### config.mk
export PLATFORM = sky130hd
export DESIGN_NAME = hashed_noise_gradient_pixel_gen_unit
export DESIGN_NICKNAME = d
export VERILOG_FILES = /design/src/rtl/hngp_pkg.sv /design/src/rtl/hashed_noise_gradient_pixel_gen_unit.sv /design/src/rtl/hngp_grad_div.sv /design/src/rtl/hngp_hash.sv
export SDC_FILE = /design/constraint.sdc
export NUM_CORES = 2
export LEC_CHECK = 0
export BUFFER_PORTS_ARGS = -buffer_cell sky130_fd_sc_hd__buf_4
export CAP_MARGIN = 20
export CORE_ASPECT_RATIO = 0.6
export CORE_MARGIN = 4
export CORE_UTILIZATION = 40
export CTS_CLUSTER_SIZE = 25
export DETAILED_ROUTE_END_ITERATION = 7
export GPL_TIMING_DRIVEN = 0
export PLACE_DENSITY_LB_ADDON = 0.08
export SLEW_MARGIN = 15
export SYNTH_ARGS = -nofsm -noshare
export SYNTH_HDL_FRONTEND = slang
export SYNTH_SLANG_ARGS = --single-unit
### constraint.sdc
create_clock -name clk -period 19.55 [get_ports clk]
set_input_delay 0 -clock clk [delete_from_list [all_inputs] [get_ports clk]]
set_output_delay 0 -clock clk [all_outputs]
set_load 0.03 [all_outputs]
### src/rtl/hngp_pkg.sv
// ----------------------------------------------------------------------------
// hngp_pkg
// Shared widths, constants, register codes and mix helpers for the hashed
// noise gradient pixel generator.
// ----------------------------------------------------------------------------
package hngp_pkg;

  localparam int DIM_W      = 13;
  localparam int COORD_W    = 12;
  localparam int BATCH_W    = 10;
  localparam int SEED_W     = 32;
  localparam int PIX_W      = 8;
  localparam int CFG_IDX_W  = 2;
  localparam int CFG_DATA_W = 32;

  localparam int MAX_DIM    = 4096;
  localparam int MAX_BATCH  = 1024;

  localparam logic [DIM_W-1:0] DIM_RESET = DIM_W'(1024);

  // avalanche mix multipliers and coordinate scramble factors
  localparam logic [SEED_W-1:0] MIX_K1  = 32'h7feb352d;
  localparam logic [SEED_W-1:0] MIX_K2  = 32'h846ca68b;
  localparam logic [SEED_W-1:0] HASH_PX = 32'd73856093;
  localparam logic [SEED_W-1:0] HASH_PY = 32'd19349663;

  // gradient divider: 255*coord fits 20 bits, quotient below 256
  localparam int DIVIDEND_W = COORD_W + 8;
  localparam int REM_W      = DIVIDEND_W + 1;
  localparam int DIVQ_W     = PIX_W;
  localparam int DIV_STEPS  = 2;
  localparam int DIV_STAGES = DIVQ_W / DIV_STEPS;

  // hash pipeline depth, matches DIV_STAGES
  localparam int HASH_LAT   = 4;

  typedef enum logic [CFG_IDX_W-1:0] {
    CFG_WIDTH  = 2'd0,
    CFG_HEIGHT = 2'd1,
    CFG_SEED   = 2'd2
  } cfg_idx_t;

  function automatic logic [SEED_W-1:0] mix_xs16(input logic [SEED_W-1:0] v);
    return v ^ (v >> 16);
  endfunction

  function automatic logic [SEED_W-1:0] mix_xs15(input logic [SEED_W-1:0] v);
    return v ^ (v >> 15);
  endfunction

endpackage

### src/rtl/hashed_noise_gradient_pixel_gen_unit.sv
// ----------------------------------------------------------------------------
// hashed_noise_gradient_pixel_gen_unit
// Test-pattern pixel generator: hashed noise over a horizontal/vertical
// color gradient, one RGB pixel per coordinate word.
// ----------------------------------------------------------------------------
//  channel   | handshake          | payload
//  ----------+--------------------+-------------------------------------------
//  input     | start / busy       | in_pixel_x, in_pixel_y, in_batch_index
//  result    | out_valid (strobe) | out_red, out_green, out_blue, out_coord_error
//  config    | cfg_we             | cfg_index, cfg_data
//
//  One word accepted per clock; busy is always low.
//  The pipeline has four stages of hash multiplies / divider bit pairs,
//  then the output register that adds the channel bytes.
//  Reset clears the valid pipeline and loads the default width, height, seed.
//  The result side has no back-pressure, so the pipeline never holds.
// ----------------------------------------------------------------------------
module hashed_noise_gradient_pixel_gen_unit (
  input  logic                            clk,
  input  logic                            rst_n,
  input  logic                            start,
  output logic                            busy,
  input  logic [hngp_pkg::COORD_W-1:0]    in_pixel_x,
  input  logic [hngp_pkg::COORD_W-1:0]    in_pixel_y,
  input  logic [hngp_pkg::BATCH_W-1:0]    in_batch_index,
  output logic                            out_valid,
  output logic [hngp_pkg::PIX_W-1:0]      out_red,
  output logic [hngp_pkg::PIX_W-1:0]      out_green,
  output logic [hngp_pkg::PIX_W-1:0]      out_blue,
  output logic                            out_coord_error,
  input  logic                            cfg_we,
  input  logic [hngp_pkg::CFG_IDX_W-1:0]  cfg_index,
  input  logic [hngp_pkg::CFG_DATA_W-1:0] cfg_data
);

  logic [hngp_pkg::DIM_W-1:0]  cfg_width_r, cfg_height_r;
  logic [hngp_pkg::SEED_W-1:0] cfg_seed_r;

  logic                            accept;
  logic [hngp_pkg::DIM_W-1:0]      width_eff, height_eff;
  logic                            err_in;
  logic [hngp_pkg::DIVIDEND_W-1:0] dvd_x, dvd_y;
  logic [hngp_pkg::HASH_LAT-1:0]   err_r;

  logic                          hsh_vld, divx_vld, divy_vld;
  logic [hngp_pkg::SEED_W-1:0]   base_w, noise_w;
  logic [hngp_pkg::DIVQ_W-1:0]   gx_w, gy_w;

  logic                          out_valid_r;
  logic                          out_err_r, out_err_nxt;
  logic [hngp_pkg::PIX_W-1:0]    red_r, red_nxt;
  logic [hngp_pkg::PIX_W-1:0]    green_r, green_nxt;
  logic [hngp_pkg::PIX_W-1:0]    blue_r, blue_nxt;

  // ---- configuration registers
  always_ff @(posedge clk) begin
    if (!rst_n) begin
      cfg_width_r  <= hngp_pkg::DIM_RESET;
      cfg_height_r <= hngp_pkg::DIM_RESET;
      cfg_seed_r   <= '0;
    end else if (cfg_we) begin
      unique case (hngp_pkg::cfg_idx_t'(cfg_index))
        hngp_pkg::CFG_WIDTH:  cfg_width_r  <= cfg_data[hngp_pkg::DIM_W-1:0];
        hngp_pkg::CFG_HEIGHT: cfg_height_r <= cfg_data[hngp_pkg::DIM_W-1:0];
        hngp_pkg::CFG_SEED:   cfg_seed_r   <= cfg_data[hngp_pkg::SEED_W-1:0];
        default: ;
      endcase
    end
  end

  // ---- front end: range check and gradient dividends
  assign busy   = 1'b0;
  assign accept = start && !busy;

  always_comb begin
    width_eff  = (cfg_width_r > hngp_pkg::DIM_W'(hngp_pkg::MAX_DIM))
                 ? hngp_pkg::DIM_W'(hngp_pkg::MAX_DIM) : cfg_width_r;
    height_eff = (cfg_height_r > hngp_pkg::DIM_W'(hngp_pkg::MAX_DIM))
                 ? hngp_pkg::DIM_W'(hngp_pkg::MAX_DIM) : cfg_height_r;
    err_in = (hngp_pkg::DIM_W'(in_pixel_x) >= width_eff)
          || (hngp_pkg::DIM_W'(in_pixel_y) >= height_eff)
          || ((hngp_pkg::BATCH_W+1)'(in_batch_index)
              >= (hngp_pkg::BATCH_W+1)'(hngp_pkg::MAX_BATCH));
    // 255*c as (c << 8) - c
    dvd_x = (hngp_pkg::DIVIDEND_W'(in_pixel_x) << 8) - hngp_pkg::DIVIDEND_W'(in_pixel_x);
    dvd_y = (hngp_pkg::DIVIDEND_W'(in_pixel_y) << 8) - hngp_pkg::DIVIDEND_W'(in_pixel_y);
  end

  always_ff @(posedge clk) begin
    err_r <= {err_r[hngp_pkg::HASH_LAT-2:0], err_in};
  end

  hngp_hash u_hash (
    .clk       (clk),
    .rst_n     (rst_n),
    .in_valid  (accept),
    .in_seed   (cfg_seed_r),
    .in_batch  (in_batch_index),
    .in_px     (in_pixel_x),
    .in_py     (in_pixel_y),
    .out_valid (hsh_vld),
    .out_base  (base_w),
    .out_noise (noise_w)
  );

  hngp_grad_div u_div_x (
    .clk         (clk),
    .rst_n       (rst_n),
    .in_valid    (accept),
    .in_dividend (dvd_x),
    .in_divisor  (width_eff),
    .out_valid   (divx_vld),
    .out_quot    (gx_w)
  );

  hngp_grad_div u_div_y (
    .clk         (clk),
    .rst_n       (rst_n),
    .in_valid    (accept),
    .in_dividend (dvd_y),
    .in_divisor  (height_eff),
    .out_valid   (divy_vld),
    .out_quot    (gy_w)
  );

  // ---- output stage: byte sums mod 256, zeroed on a coordinate error
  always_comb begin
    out_err_nxt = err_r[hngp_pkg::HASH_LAT-1];
    red_nxt   = gx_w + hngp_pkg::PIX_W'(noise_w[5:0]) + hngp_pkg::PIX_W'(base_w[6:0]);
    green_nxt = gy_w + hngp_pkg::PIX_W'(noise_w[13:8]) + hngp_pkg::PIX_W'(base_w[14:8]);
    blue_nxt  = (gx_w >> 1) + (gy_w >> 1)
              + hngp_pkg::PIX_W'(noise_w[22:16]) + hngp_pkg::PIX_W'(base_w[21:16]);
    if (out_err_nxt) begin
      red_nxt   = '0;
      green_nxt = '0;
      blue_nxt  = '0;
    end
  end

  always_ff @(posedge clk) begin
    if (!rst_n) begin
      out_valid_r <= 1'b0;
    end else begin
      out_valid_r <= hsh_vld;
    end
    out_err_r <= out_err_nxt;
    red_r     <= red_nxt;
    green_r   <= green_nxt;
    blue_r    <= blue_nxt;
  end

  assign out_valid       = out_valid_r;
  assign out_coord_error = out_err_r;
  assign out_red         = red_r;
  assign out_green       = green_r;
  assign out_blue        = blue_r;

  // ---- assertions
  a_lanes_aligned: assert property (@(posedge clk) disable iff (!rst_n)
    (hsh_vld == divx_vld) && (hsh_vld == divy_vld))
    else $error("hash and divider valid bits out of step");

  a_latency: assert property (@(posedge clk) disable iff (!rst_n)
    accept |-> ##5 out_valid)
    else $error("accepted word did not produce a result after 5 cycles");

  a_grad_range: assert property (@(posedge clk) disable iff (!rst_n)
    (hsh_vld && !err_r[hngp_pkg::HASH_LAT-1])
      |-> (gx_w != 8'hff) && (gy_w != 8'hff))
    else $error("gradient quotient out of range");

  a_err_zero: assert property (@(posedge clk) disable iff (!rst_n)
    (out_valid && out_coord_error)
      |-> (out_red == '0) && (out_green == '0) && (out_blue == '0))
    else $error("error word carries nonzero pixel");

endmodule

### src/rtl/hngp_grad_div.sv
// ----------------------------------------------------------------------------
// hngp_grad_div
// Pipelined restoring divider for the gradient: quotient of a 20-bit
// dividend by the image dimension, two quotient bits per stage.
// ----------------------------------------------------------------------------
module hngp_grad_div (
  input  logic                            clk,
  input  logic                            rst_n,
  input  logic                            in_valid,
  input  logic [hngp_pkg::DIVIDEND_W-1:0] in_dividend,
  input  logic [hngp_pkg::DIM_W-1:0]      in_divisor,
  output logic                            out_valid,
  output logic [hngp_pkg::DIVQ_W-1:0]     out_quot
);

  logic [hngp_pkg::DIV_STAGES-1:0] vld_r;
  logic [hngp_pkg::REM_W-1:0]      rem_r  [hngp_pkg::DIV_STAGES];
  logic [hngp_pkg::DIVQ_W-1:0]     quot_r [hngp_pkg::DIV_STAGES];
  logic [hngp_pkg::DIM_W-1:0]      dvs_r  [hngp_pkg::DIV_STAGES];

  for (genvar s = 0; s < hngp_pkg::DIV_STAGES; s++) begin : g_stage
    logic                        vld_in;
    logic [hngp_pkg::REM_W-1:0]  rem_in;
    logic [hngp_pkg::DIVQ_W-1:0] quot_in;
    logic [hngp_pkg::DIM_W-1:0]  dvs_in;
    logic [hngp_pkg::REM_W-1:0]  rem_nxt;
    logic [hngp_pkg::DIVQ_W-1:0] quot_nxt;

    if (s == 0) begin : g_head
      assign vld_in  = in_valid;
      assign rem_in  = hngp_pkg::REM_W'(in_dividend);
      assign quot_in = '0;
      assign dvs_in  = in_divisor;
    end else begin : g_body
      assign vld_in  = vld_r[s-1];
      assign rem_in  = rem_r[s-1];
      assign quot_in = quot_r[s-1];
      assign dvs_in  = dvs_r[s-1];
    end

    // quotient bits taken MSB first; valid only while dividend < 256*divisor
    always_comb begin
      logic [hngp_pkg::REM_W-1:0] sub;
      rem_nxt  = rem_in;
      quot_nxt = quot_in;
      for (int j = 0; j < hngp_pkg::DIV_STEPS; j++) begin
        sub = hngp_pkg::REM_W'(dvs_in)
              << (hngp_pkg::DIVQ_W - 1 - s * hngp_pkg::DIV_STEPS - j);
        if (rem_nxt >= sub) begin
          rem_nxt = rem_nxt - sub;
          quot_nxt[hngp_pkg::DIVQ_W-1-s*hngp_pkg::DIV_STEPS-j] = 1'b1;
        end
      end
    end

    always_ff @(posedge clk) begin
      if (!rst_n) begin
        vld_r[s] <= 1'b0;
      end else begin
        vld_r[s] <= vld_in;
      end
      rem_r[s]  <= rem_nxt;
      quot_r[s] <= quot_nxt;
      dvs_r[s]  <= dvs_in;
    end
  end

  assign out_valid = vld_r[hngp_pkg::DIV_STAGES-1];
  assign out_quot  = quot_r[hngp_pkg::DIV_STAGES-1];

endmodule

### src/rtl/hngp_hash.sv
// ----------------------------------------------------------------------------
// hngp_hash
// Four-stage hash pipeline: per-image base word and per-pixel noise word,
// one 32x32 multiply per stage, plus the two coordinate scrambles in stage 1.
// ----------------------------------------------------------------------------
module hngp_hash (
  input  logic                         clk,
  input  logic                         rst_n,
  input  logic                         in_valid,
  input  logic [hngp_pkg::SEED_W-1:0]  in_seed,
  input  logic [hngp_pkg::BATCH_W-1:0] in_batch,
  input  logic [hngp_pkg::COORD_W-1:0] in_px,
  input  logic [hngp_pkg::COORD_W-1:0] in_py,
  output logic                         out_valid,
  output logic [hngp_pkg::SEED_W-1:0]  out_base,
  output logic [hngp_pkg::SEED_W-1:0]  out_noise
);

  logic [hngp_pkg::HASH_LAT-1:0] vld_r;

  logic [hngp_pkg::SEED_W-1:0] a1_r, a1_nxt;
  logic [hngp_pkg::SEED_W-1:0] pxm_r, pxm_nxt;
  logic [hngp_pkg::SEED_W-1:0] pym_r, pym_nxt;
  logic [hngp_pkg::SEED_W-1:0] a2_r, a2_nxt;
  logic [hngp_pkg::SEED_W-1:0] crd_r, crd_nxt;
  logic [hngp_pkg::SEED_W-1:0] base3_r, base3_nxt;
  logic [hngp_pkg::SEED_W-1:0] n1_r, n1_nxt;
  logic [hngp_pkg::SEED_W-1:0] base4_r;
  logic [hngp_pkg::SEED_W-1:0] n2_r, n2_nxt;

  always_comb begin
    // stage 1: first base multiply, coordinate scrambles in parallel
    a1_nxt  = hngp_pkg::mix_xs16(in_seed ^ hngp_pkg::SEED_W'(in_batch)) * hngp_pkg::MIX_K1;
    pxm_nxt = hngp_pkg::SEED_W'(in_px) * hngp_pkg::HASH_PX;
    pym_nxt = hngp_pkg::SEED_W'(in_py) * hngp_pkg::HASH_PY;
    // stage 2: second base multiply, scrambled coordinates combined
    a2_nxt  = hngp_pkg::mix_xs15(a1_r) * hngp_pkg::MIX_K2;
    crd_nxt = pxm_r ^ pym_r;
    // stage 3: base done, first noise multiply
    base3_nxt = hngp_pkg::mix_xs16(a2_r);
    n1_nxt    = hngp_pkg::mix_xs16(base3_nxt ^ crd_r) * hngp_pkg::MIX_K1;
    // stage 4: second noise multiply
    n2_nxt    = hngp_pkg::mix_xs15(n1_r) * hngp_pkg::MIX_K2;
  end

  always_ff @(posedge clk) begin
    if (!rst_n) begin
      vld_r <= '0;
    end else begin
      vld_r <= {vld_r[hngp_pkg::HASH_LAT-2:0], in_valid};
    end
    a1_r    <= a1_nxt;
    pxm_r   <= pxm_nxt;
    pym_r   <= pym_nxt;
    a2_r    <= a2_nxt;
    crd_r   <= crd_nxt;
    base3_r <= base3_nxt;
    n1_r    <= n1_nxt;
    base4_r <= base3_r;
    n2_r    <= n2_nxt;
  end

  assign out_valid = vld_r[hngp_pkg::HASH_LAT-1];
  assign out_base  = base4_r;
  assign out_noise = hngp_pkg::mix_xs16(n2_r);

endmodule
After elaboration in Yosys (flattened, before gate mapping)
Memories as Yosys holds them, arrays and structs flattened.
Cells that the tools add are included.

word-level totals
  input port bits = 72
  memories kept = 6
  bits in registers = 360
  bits in writable memories = 336

operators by class
  add/subtract/negate cells = 25
  order comparisons = 20
  reduce and logical (&&, ||, !) cells = 5
  multipliers = 6
  multiplexer cells = 34
  equality and inequality tests = 2
  bitwise gates (word level) = 9

memory list
  name            words  width  read ports  clocked after memory_dff  write ports  line                 RTL
  u_div_x.rem_r   4      21     3           0                         4            hngp_grad_div.sv:17  logic [hngp_pkg::REM_W-1:0] rem_r [hngp_pkg::DIV_STAGES];
  u_div_y.rem_r   4      21     3           0                         4            hngp_grad_div.sv:17
  u_div_x.dvs_r   4      13     3           0                         4            hngp_grad_div.sv:19  logic [hngp_pkg::DIM_W-1:0] dvs_r [hngp_pkg::DIV_STAGES];
  u_div_y.dvs_r   4      13     3           0                         4            hngp_grad_div.sv:19
  u_div_x.quot_r  4      8      4           0                         4            hngp_grad_div.sv:18  logic [hngp_pkg::DIVQ_W-1:0] quot_r [hngp_pkg::DIV_STAGES];
  u_div_y.quot_r  4      8      4           0                         4            hngp_grad_div.sv:18

operator list
  kind                      number
  $mux W21                  16
  $xor A32 B16 Y32          3
  $mul A32 B31 Y32 const B  2
  $mul A32 B32 Y32 const B  2
  $xor A32 B17 Y32          2
  $xor A32 B32 Y32          2
  $ge A21 B13 Y1            2
  $ge A21 B14 Y1            2
  $ge A21 B15 Y1            2
  $ge A21 B16 Y1            2
  $ge A21 B17 Y1            2
  $ge A21 B18 Y1            2
  $ge A21 B19 Y1            2
  $sub A20 B20 Y21          2
  $sub A21 B13 Y21          2
  $sub A21 B14 Y21          2
  $sub A21 B15 Y21          2
  $sub A21 B16 Y21          2
  $sub A21 B17 Y21          2
  $sub A21 B18 Y21          2
  $sub A21 B19 Y21          2
  $ge A20 B20 Y1            2
  $sub A20 B12 Y20          2
  $mul A12 B25 Y32 const B  1
  other kinds (15)          39

Logic depth before layout (Yosys ltp)
  word-level depth = 6
  depth in mapped cells = 32
  gate-level depth less buffers = 30

Cells and area by module
From an unflattened synthesis, not the netlist that was laid out.

unflattened totals
  cells, all modules = 7,501
  area, all modules = 72,881.1 um2

modules (own cells, without submodules)
  module                                times used  cells each  area an instance (um2)
  hngp_hash                             1           4,640       48,939.4
  hngp_grad_div                         2           1,070       8,952.3
  hashed_noise_gradient_pixel_gen_unit  1           721         6,037.0

Least setup slack after synthesis
OpenSTA, ideal clock, no wires.

  path type = register -> register
  start = register cfg_seed_r[19] in the netlist's numbering
  end = register u_hash.a1_r[30] in the netlist's numbering
  clock period less this slack = 6.921 ns
  setup time = 0.127 ns
  path buffers = 0
  data required time = 19.423 ns
  path slack = 12.629 ns
  stages on the path, launching flop included = 23
  arrival = 6.795 ns
  path through = dfxtp_1 > xnor2_1 > xnor2_1 > ha_1 > inv_1 > fa_1 > inv_1 > ha_1 > inv_1 > fa_1 > fa_1 > fa_1 > inv_1 > fa_1 > fa_1 > ha_1 > or4_1 > o31ai_1 > o31ai_1 > a31o_2 > a21oi_1 > o21ai_0 > xor2_1

between the ends
  longest elaborated chain between the ends = 3

RTL lines
  what                              line                                        RTL
  from (decl)                       hashed_noise_gradient_pixel_gen_unit.sv:37  logic [hngp_pkg::SEED_W-1:0] cfg_seed_r;
  from (signal assigned)            hashed_noise_gradient_pixel_gen_unit.sv:65  hngp_pkg::CFG_SEED: cfg_seed_r <= cfg_data[hngp_pkg::SEED_W-1:0];
  $xor A32 B10 Y32                  hngp_hash.sv:33                             a1_nxt = hngp_pkg::mix_xs16(in_seed ^ hngp_pkg::SEED_W'(in_batch)) * hngp_pkg::MIX_K1;
  $xor A32 B16 Y32                  hngp_pkg.sv:44                              return v ^ (v >> 16);
  $mul A32 B31 Y32                  hngp_hash.sv:33
  named net u_hash.a1_nxt, one bit  hngp_hash.sv:21                             logic [hngp_pkg::SEED_W-1:0] a1_r, a1_nxt;
  to (signal assigned)              hngp_hash.sv:52                             a1_r <= a1_nxt;
  to (decl)                         hngp_hash.sv:21

The timed path passes the listed nets, and every way through them passes these cells.
A chain may end at the register's enable or synchronous reset.

Worst setup path after layout
  start = register cfg_seed_r[18] in the netlist's numbering
  end = register u_hash.a1_r[30] in the netlist's numbering

The elaborated chain is that of the path after synthesis.

==> metrics <==
routed vias/inst=4.996; crit path DAT=9.50 ns; type of destination of the critical path=register; Layout Skew=0.05290 ns; Top delay family on crit path=adder cells; ys async rst share=0%; largest net degree at the start of global routing=16; Detailed Routing Iterations Pass 1=7; Critical path buffers and inverters=3; Mapped Cells=7152; Num CTS Buffers=67; Commonest cells post-synth=1526 x inv_1, 1214 x ha_1, 897 x fa_1, 590 x dfxtp_1, 446 x xnor2_1; Initial Utilization=40.32%; Critical Path RT=20.08 ns; cell mode on critical path=fa_1; Routed Antenna Nets=0; post-CTS setup buffer count=0; Netlist cell types=92; Netlist Area Pre-Place=69650 µm²; # nets final=9592; slew margin rel.=22.92%; Worst path slowest cell=xnor2_1; FP Rows=118; CTS tree=done; area grow syn2layout=9.851%; top_reg_cell synth=dfxtp_1; area leader, netlist=fa_1; Final TNS setup=0 ns; Critical R2R Capture=u_hash.a1_r[30]$_DFF_P_; Die ar.=181100 µm²; worst reg2reg path depth=23; root buffer cell=clkbuf_16; Mapped Nets=9335; Die Height=331.2 µm; clock slew at reported path FFs=0.07 ns; initial antenna violation count=10; initial drt markers=3354; Max Slew Vio Count=0; largest cells by area after synthesis=fa_1 26%, ha_1 22%, dfxtp_1 17%; post-DP HPWL=178700 µm; Crit Path Category=reg -> reg; worst stage delay on the critical path=0.92 ns; PortBufs=96; period utilization=45.88%; Die X=546.7 µm; Hold/Removal Path Class=in -> reg; min-delay src=in_pixel_y[10]; # DRC=0; Final setup viols=0; fmax=0.1115 GHz; Placeable Area=172700 µm²; Yosys top cell area share=25.78%; Longest Clk Path Bufs=3; Final Hold Fails=0; cells along the critical path=xor2_1 -> xnor2_1 -> inv_1 -> ha_1 -> xor2_1 -> ha_1 -> a21o_1 -> ha_1 -> inv_1 -> fa_1 -> fa_1 -> fa_1 -> inv_1 -> fa_1 -> fa_1 -> ha_1 -> or4_1 -> o31ai_1 -> o31ai_1 -> a31o_2 -> a21oi_1 -> o21ai_0 -> xor2_1; Placer Congestion=0.9304; Mapped Avg Cell Area=9.739 µm²; htree depth=3; status=completed; Tot GR Track Use=22.65%; Hold Path Depth=5; GRT overflow=0; slew of the pin with the lowest slew margin=1.148 ns; vias in the first global route=49220; worst hold endpoint=u_hash.pym_r[31]$_DFF_P_; Worst-Skew Late Latency=0.67 ns; R2R setup slack=10.58 ns; clk sinks=590; worst r2r src=cfg_seed_r[18]$_SDFFE_PN0P_; RSZ-0062 raised after global routing=no; Via Count=48680; WL final=205600 µm; sequential-to-total area share from yosys stat=16.96%; CP max FO=10; Max-cap violations=0; first-pass GRT wire length=312400 µm; Synth Warn #=0; number of synthesized flops with an enable pin=0; Synth Register Bits=590; layout cells sized above 1=5.109%; I/O Pins=99; Tmin final=8.969 ns; post_cts resized=0; drt wl/cell=21.10 µm; most frequent cell after synthesis=inv_1; Worst Setup Start Kind=register
[layout by cell type (no fill, tap or decap), types with 44 or more instances in the layout]
cell type	n
nor2_1	237
fa_1	897
mux2_2	56
o21ai_0	223
a21oi_1	276
nand2_1	360
dfxtp_1	590
xor2_1	201
nand2b_1	60
xnor2_1	441
ha_1	1214
dlygate4sd3_1	65
buf_4	113
a21boi_0	72
a21o_1	133
nor2b_1	57
nand4_1	44
nor3_1	79
nand3_1	68
clkbuf_16	68
inv_1	1526
clkbuf_1	60
o21a_1	59
[worst reg2reg max path: cells and delay by family, from the launching register on]
| kind | cells | cell delay, ns |
|---|---|---|
| flip-flops | 1 | 0.81 |
| AO/OA/AOI/OAI | 6 | 1.88 |
| adder cells (fa/ha/maj) | 9 | 3.50 |
| AND/OR/NAND/NOR | 1 | 0.57 |
| XOR/XNOR | 4 | 1.46 |
| buffers and inverters | 3 | 0.59 |
[layer usage]
| metal | share of wire, % | vias to the layer above | GRT usage, % |
|---|---|---|---|
| met3 | 7.7 | 130 | 5.822 |
| met2 | 35 | 1263 | 27.88 |
| met1 | 56 | 23670 | 38.32 |
| met4 | 1.5 | 0 | 3.637 |
| li1 | - | 23610 | - |
| met5 | 0 | - | 0 |
[layout make-up]
class	instances	area [µm²]
fill	16840	96220
multi-input combinational	4974	52050
sequential	590	11810
inverter	1527	5732
tap	2280	2853
clock buffer	92	1902
timing repair buffer	188	1620
clock inverter	25	266.5
buffer	61	266.5
antenna	7	17.52
[registers in the layout (all words and copies together), names as in the netlist, 25 cells and up]
| signal | cells |
|---|---|
| u_div_x.rem_r | 63 |
| u_div_y.rem_r | 61 |
| u_div_x.dvs_r | 39 |
| u_div_y.dvs_r | 39 |
| cfg_seed_r | 32 |
| u_hash.a1_r | 32 |
| u_hash.a2_r | 32 |
| u_hash.crd_r | 32 |
| u_hash.n1_r | 32 |
| u_hash.pym_r | 32 |
| u_hash.pxm_r | 31 |
| u_hash.n2_r | 25 |
[worst max path at each step]
| stage | start | endpoint | slack [ns] | depth (start not counted) |
|---|---|---|---|---|
| floorplan | cfg_seed_r[19]$_SDFFE_PN0P_ | u_hash.a1_r[30]$_DFF_P_ | 12.63 | 22 |
| global placement | cfg_seed_r[19]$_SDFFE_PN0P_ | u_hash.a1_r[30]$_DFF_P_ | 10.54 | 22 |
| detailed placement | cfg_seed_r[18]$_SDFFE_PN0P_ | u_hash.a1_r[30]$_DFF_P_ | 10.51 | 23 |
| CTS | cfg_seed_r[18]$_SDFFE_PN0P_ | u_hash.a1_r[30]$_DFF_P_ | 10.49 | 23 |
| global route | cfg_seed_r[18]$_SDFFE_PN0P_ | u_hash.a1_r[30]$_DFF_P_ | 10.11 | 23 |
| finish | cfg_seed_r[18]$_SDFFE_PN0P_ | u_hash.a1_r[30]$_DFF_P_ | 10.58 | 23 |
[timing repair]
| item | CTS | global route |
|---|---|---|
| setup endpoints to repair | 0 | 0 |
| hold buffers | 65 | 0 |
| endpoints found under the hold margin | 76 | 0 |
[per-stage QoR]
step / setup WS, ns / hold slack, ns / instances / cell area [µm²] / utilization (%)
2_1_floorplan: 12.63 / 0.02772 / 7152 / 69650 / -
3_3_place_gp: 10.54 / 0.2184 / 9528 / 73230 / 42.39
3_5_place_dp: 10.51 / 0.2138 / 9551 / 73640 / 42.63
4_1_cts: 10.49 / 0.04385 / 9733 / 76460 / 44.26
5_1_grt: 10.11 / 0.09632 / 9739 / 76500 / 44.29
6_report: 10.58 / 0.09402 / 9744 / 76520 / 44.30
[kinds of logic after synthesis]
group | Yosys count | synth area share, %
XOR/XNOR | 671 | 8.477
buffers and inverters | 1588 | 8.611
AO/OA/AOI/OAI | 1036 | 9.612
AND/OR/NAND/NOR | 1074 | 7.471
adder cells (fa/ha/maj) | 2111 | 47.59
flip-flops | 590 | 16.96
multiplexers | 81 | 1.279
other | 1 | 0.005384
Power is not shown: default switching activity piles up to over one toggle a cycle in this logic, so the estimate is an artifact.
